[src/hw/rtl/art_pkg.sv]
// Package for the address region table: payload structs, entry type,
// status, function and cell command codes. No dependencies.
package art_pkg;

    localparam int SLOT_W = 8;

    localparam logic [2:0] FN_DEFINE  = 3'd0;
    localparam logic [2:0] FN_LOOKUP  = 3'd1;
    localparam logic [2:0] FN_REMOVE  = 3'd2;
    localparam logic [2:0] FN_GROW    = 3'd3;
    localparam logic [2:0] FN_PLACE   = 3'd4;
    localparam logic [2:0] FN_LARGEST = 3'd5;

    localparam logic [2:0] ST_OK       = 3'd0;
    localparam logic [2:0] ST_ZERO     = 3'd1;
    localparam logic [2:0] ST_OVERLAP  = 3'd2;
    localparam logic [2:0] ST_WRAP     = 3'd3;
    localparam logic [2:0] ST_NOROOM   = 3'd4;
    localparam logic [2:0] ST_NOTFOUND = 3'd5;

    localparam logic [1:0] CMD_NOP  = 2'd0;
    localparam logic [1:0] CMD_INS  = 2'd1;
    localparam logic [1:0] CMD_DEL  = 2'd2;
    localparam logic [1:0] CMD_SIZE = 2'd3;

    typedef struct packed {
        logic [2:0]  func;
        logic [31:0] address;
        logic [31:0] amount;
        logic [3:0]  permissions;
        logic [2:0]  region_kind;
        logic [3:0]  slot;
    } t_in;

    typedef struct packed {
        logic [2:0]  status;
        logic [3:0]  result_slot;
        logic [31:0] result_base;
        logic [31:0] result_size;
        logic [3:0]  result_permissions;
        logic [2:0]  result_kind;
    } t_out;

    typedef struct packed {
        logic [31:0]       base;
        logic [31:0]       size;
        logic [3:0]        rights;
        logic [2:0]        kind;
        logic [SLOT_W-1:0] slot_id;
    } t_ent;

    typedef struct packed {
        logic [1:0] cmd;
        t_ent       ent;
    } t_cell_ctl;

endpackage

[src/hw/rtl/art_cell.sv]
// One cell of the base-ordered region chain: holds one entry, shifts toward
// a neighbor on insert or delete and can take a new size. Depends on art_pkg.
module art_cell #(
    parameter int NUM = 16,
    parameter int IDX = 0
) (
    input  logic                   i_clk,
    input  art_pkg::t_cell_ctl     i_ctl,
    input  logic [$clog2(NUM)-1:0] i_pos,
    input  art_pkg::t_ent          i_left,
    input  art_pkg::t_ent          i_right,
    output art_pkg::t_ent          o_ent
);
    import art_pkg::*;

    localparam int PW = $clog2(NUM);
    localparam logic [PW-1:0] MY_IDX = PW'(IDX);

    t_ent r_ent;
    t_ent n_ent;

    always_comb begin
        n_ent = r_ent;
        case (i_ctl.cmd)
            CMD_INS: begin
                if (MY_IDX > i_pos) n_ent = i_left;
                else if (MY_IDX == i_pos) n_ent = i_ctl.ent;
            end
            CMD_DEL: begin
                if (MY_IDX >= i_pos) n_ent = i_right;
            end
            CMD_SIZE: begin
                if (MY_IDX == i_pos) n_ent.size = i_ctl.ent.size;
            end
            default: ;
        endcase
    end

    always_ff @(posedge i_clk) begin
        r_ent <= n_ent;
    end

    assign o_ent = r_ent;
endmodule

[config.mk]
export PLATFORM = sky130hd
export DESIGN_NAME = art_cell
export DESIGN_NICKNAME = d
export VERILOG_FILES = /design/src/hw/rtl/art_pkg.sv /design/src/hw/rtl/art_cell.sv
export SDC_FILE = /design/constraint.sdc
export NUM_CORES = 1
export LEC_CHECK = 0
export ABC_AREA = 1
export BUFFER_PORTS_ARGS = -buffer_cell sky130_fd_sc_hd__buf_2
export CORE_AREA = 2 2 126 128
export DETAILED_ROUTE_END_ITERATION = 7
export DIE_AREA = 0 0 128 130
export HOLD_SLACK_MARGIN = 0.1
export PLACE_DENSITY_LB_ADDON = 0.05
export SKIP_CTS_REPAIR_TIMING = 1
export SLEW_MARGIN = 25
export SYNTH_ARGS = -nofsm -noshare
export SYNTH_HDL_FRONTEND = slang
export SYNTH_SLANG_ARGS = --single-unit
[constraint.sdc]
create_clock -name i_clk -period 9.98 [get_ports i_clk]
set_input_delay 0.499 -clock i_clk [delete_from_list [all_inputs] [get_ports i_clk]]
set_output_delay 0.499 -clock i_clk [all_outputs]
set_load 0.05 [all_outputs]
-- Word level (Yosys, flattened, before mapping)
Cells that the tools add are included.
- $lt $le $gt $ge: 2
- equal/unequal tests: 6
- multiplexer cells: 7
- reduce and logical (&&, ||, !) cells: 5
- operators by type and width (operator ; count):
    2-to-1 mux 79 bit ; 3
    one-hot mux 32 bit (3 select lines) ; 1
    one-hot mux 32 bit (2 select lines) ; 1
    2-to-1 mux 32 bit ; 1
    one-hot mux 15 bit (2 select lines) ; 1
    equality test 2 bit (second input constant) ; 2
    greater-or-equal comparator 1 x 4 -> 1 bit (first input constant) ; 1
    > comparator 1 x 4 -> 1 bit (first input constant) ; 1
    zero test 4 bit ; 1
    inequality test 2 bit (second input constant) ; 2
    AND reduction 4 bit ; 1
    inequality test 3 bit (second input constant) ; 1
    AND reduction 3 bit ; 1
    nonzero test 3 bit ; 1
    equality test 2 x 1 -> 1 bit (second input constant) ; 1
    nonzero test 2 bit ; 1
- register bits: 79
- input bits: 244
- output and inout port bits: 79
- word-level logic and storage cells: 25

-- Logic depth before layout (Yosys ltp)
- depth in word-level cells: 4
- mapped depth: 8
- mapped depth without buffers: 5

-- Worst setup path after synthesis
Ideal clock, no wire load.
- path type: input to register
- from: in i_ctl[79] (netlist bit)
- to: reg r_ent, in the netlist o_ent[0], enable pin
- library setup time: 0.467 ns
- arrival time: 3.439 ns
- required time: 9.513 ns
- path slack: 6.073 ns
- cell stages on the path: 7
- buffers on the path: 2
- path through: inv_1 ha_1 buf_6 buf_6 nor2_2 inv_1 a21oi_1
- cells in the longest elaborated chain, start to end: 3
- elaborated cells on any way between the ends: 6
- classes of those cells: eq/ne (4); reduce/logical (2)
- ends and longest elaborated chain (item ; RTL line ; text):
    from (decl) ; art_cell.sv:8 ; input art_pkg::t_cell_ctl i_ctl,
    equality test 2 x 1 -> 1 bit / equality test 2 bit (equally long branches) ; art_cell.sv:24 ; case (i_ctl.cmd)
    inequality test 3 bit (no line), or another cell as far along ; -- ;
    AND reduction 3 bit (no line) * ; -- ;
    to (signal assigned) ; art_cell.sv:40 ; r_ent <= n_ent;
    to (decl) ; art_cell.sv:19 ; t_ent r_ent;
Mark *: on every way between the ends. The rest lies on a longest branch, timed or not.
A chain may end at the register's enable or synchronous reset.

==> flow_summary.yaml <==
clock_tree:
  cts.path.max_buffers: 2
  cts_max_level: 3
  clk_pin_slew_ns: 0.06
  clock-sinks: 79
  numCtsBuffers: 9
  cts-root-buf: "clkbuf_16"
  cts_tree: "done"
setup_path:
  start_kind: "input port"
  arrival_ns: 2.73
  critPathKind: "in2reg"
  endpoint_kind: "register"
  cp_cell_sequence: "buf_2 -> inv_1 -> ha_2 -> buf_4 -> inv_2 -> buf_4 -> o21ai_0 -> nand2_1"
  cp_slowest_stage_delay_ns: 0.64
  slowest_stage: "buf_4"
  crit_top_cell: "buf_4"
  path_buf_inv: 5
  cp.required_ns: 10.06
  crit_family: "buffers and inverters"
  path_max_fanout: 81
floorplanning:
  rows: 46
  die_area_um2: 16600
  fp.dieH_um: 130
  ioPinCount: 323
  start_util_pct: 22.8
  die_x_um: 128
  core-area_um2: 15400
route:
  drtIter0Drc: 110
  drc: 0
  wirelength_um: 10600
  vias_per_cell: 4.01
  wire_per_inst_um: 13.4
  vias: 3170
  antenna_left: 0
  drt_first_pass_iters: 4
sta:
  hold_viol_final: 0
  slew_headroom_pct: 42.7
  setup_slack_ns: 7.33
  setup_viol_count_final: 0
  slew_viol_final: 0
  final_min_period_over_clock_period_pct: 26.6
  worst_slew_pin_slew_ns: 0.860
  fmax_mhz: 377
  fin_setup_tns_ns: 0
  rsz0062_at_grt: "false"
  min_period_ns: 2.65
flow_run:
  drv_cap: 0
hold_path:
  hold_class: "in2reg"
global_route:
  grt_usage_pct: 12.3
  grt_pass1_wl_um: 15400
  antenna_found_initial: 0
  grt_pass1_vias: 2969
  grt_max_degree: 82
  overflow: 0
synth:
  avgSynthCellArea_um2: 9.98
  ys_top_cells_by_area: "edfxtp_1 67%, nand2_1 22%, o21ai_0 3.7%"
  netlist_instances: 353
  yosysSeqAreaShare_pct: 67.4
  synth_area_leader_cell: "edfxtp_1"
  synthDistinctLibCells: 13
  synth_area_um2: 3520
  yosys_warnings: 0
  synth-seq-cells: 79
  syn-num-nets: 600
  synth_top_area_share_pct: 67.4
cells_and_area:
  largest_reg_flops: 79
  most-common-layout-cells: "243 x buf_2, 207 x nand2_1, 79 x edfxtp_1, 26 x o21ai_0, 9 x clkbuf_16"
  area_delta_synth_final_pct: 48.8
  layout_commonest_cell: "buf_2"
  num-nets-final: 840
  n_antenna_cell: 0
  layout-drive-gt1-share_pct: 44.3
placement:
  post-place-ws_ns: 6.88
  dpl.hpwl_um: 7610
  portBuffers: 243
  place.gp.congestion: 0.701
power_and_ir_drop:
  ir_drop_mv: 0.0708
  p_per_area_nw_per_um2: 201
  leakagePower_nw: 2.56
run_status:
  outcome: "finished, final reports clean"
stage by stage:
stage	hold WS [ns]	cells	cell area, um2	util (%)	power (mW)
CTS	0.405	790	5240	34.0	1.07
finish	0.425	790	5240	34.0	1.06
global placement	0.762	772	4910	31.8	0.721
floorplan	0.678	353	3520	-	0.636
detailed placement	0.768	774	4940	32.0	0.724
global route	0.410	790	5240	34.0	1.10
worst min-delay path: stages:
cell,delay (ns)
buf_2,0.07
nand2_1,0.04
nand2_1,0.04
final timing paths:
kind | slack [ns] | endpoint | startpoint | cells past startpoint
max | 7.33 | o_ent[44] | i_ctl[79] | 8
min | 0.42 | o_ent[14] | i_ctl[14] | 3
final cells by class:
class | count | area [um2]
inverter | 6 | 22.5
timing repair buffer | 249 | 1280
sequential | 79 | 2370
clock inverter | 6 | 75.1
tap | 192 | 240
clock buffer | 10 | 229
multi-input combinational | 248 | 1030
fill | 1642 | 10200
logic make-up (layout without fill, tap and decap cells):
family | Yosys count | in the layout | synth area share [%]
compound gates | 34 | 34 | 4.83
fa+ha+maj | 3 | 3 | 1.07
buf+inv | 26 | 271 | 4.19
flops | 79 | 79 | 67.4
simple gates | 211 | 211 | 22.6
cell usage after synthesis (all sizes together):
master and n:
edfxtp 79, buf 18, inv 6, o21ai 32
a21oi 2, nand2 207, clkbuf 2, ha 3
nor2 4
power breakdown:
part / total [mW] / internal (mW) / switching, mW
logic: 0.286 / 0.0666 / 0.219
clock network: 0.343 / 0.216 / 0.127
registers: 0.427 / 0.418 / 0.00904
total: 1.06 / 0.701 / 0.355
routing by layer:
| layer | GRT usage (%) | share of wire (%) | vias up |
|---|---|---|---|
| met3 | 3.94 | 8.6 | 12 |
| met2 | 20.7 | 48 | 153 |
| li1 | - | - | 1633 |
| met5 | 0 | 0 | - |
| met4 | 6.01 | 1.9 | 0 |
| met1 | 14.2 | 42 | 1372 |
(Power assumes the default switching activity.)
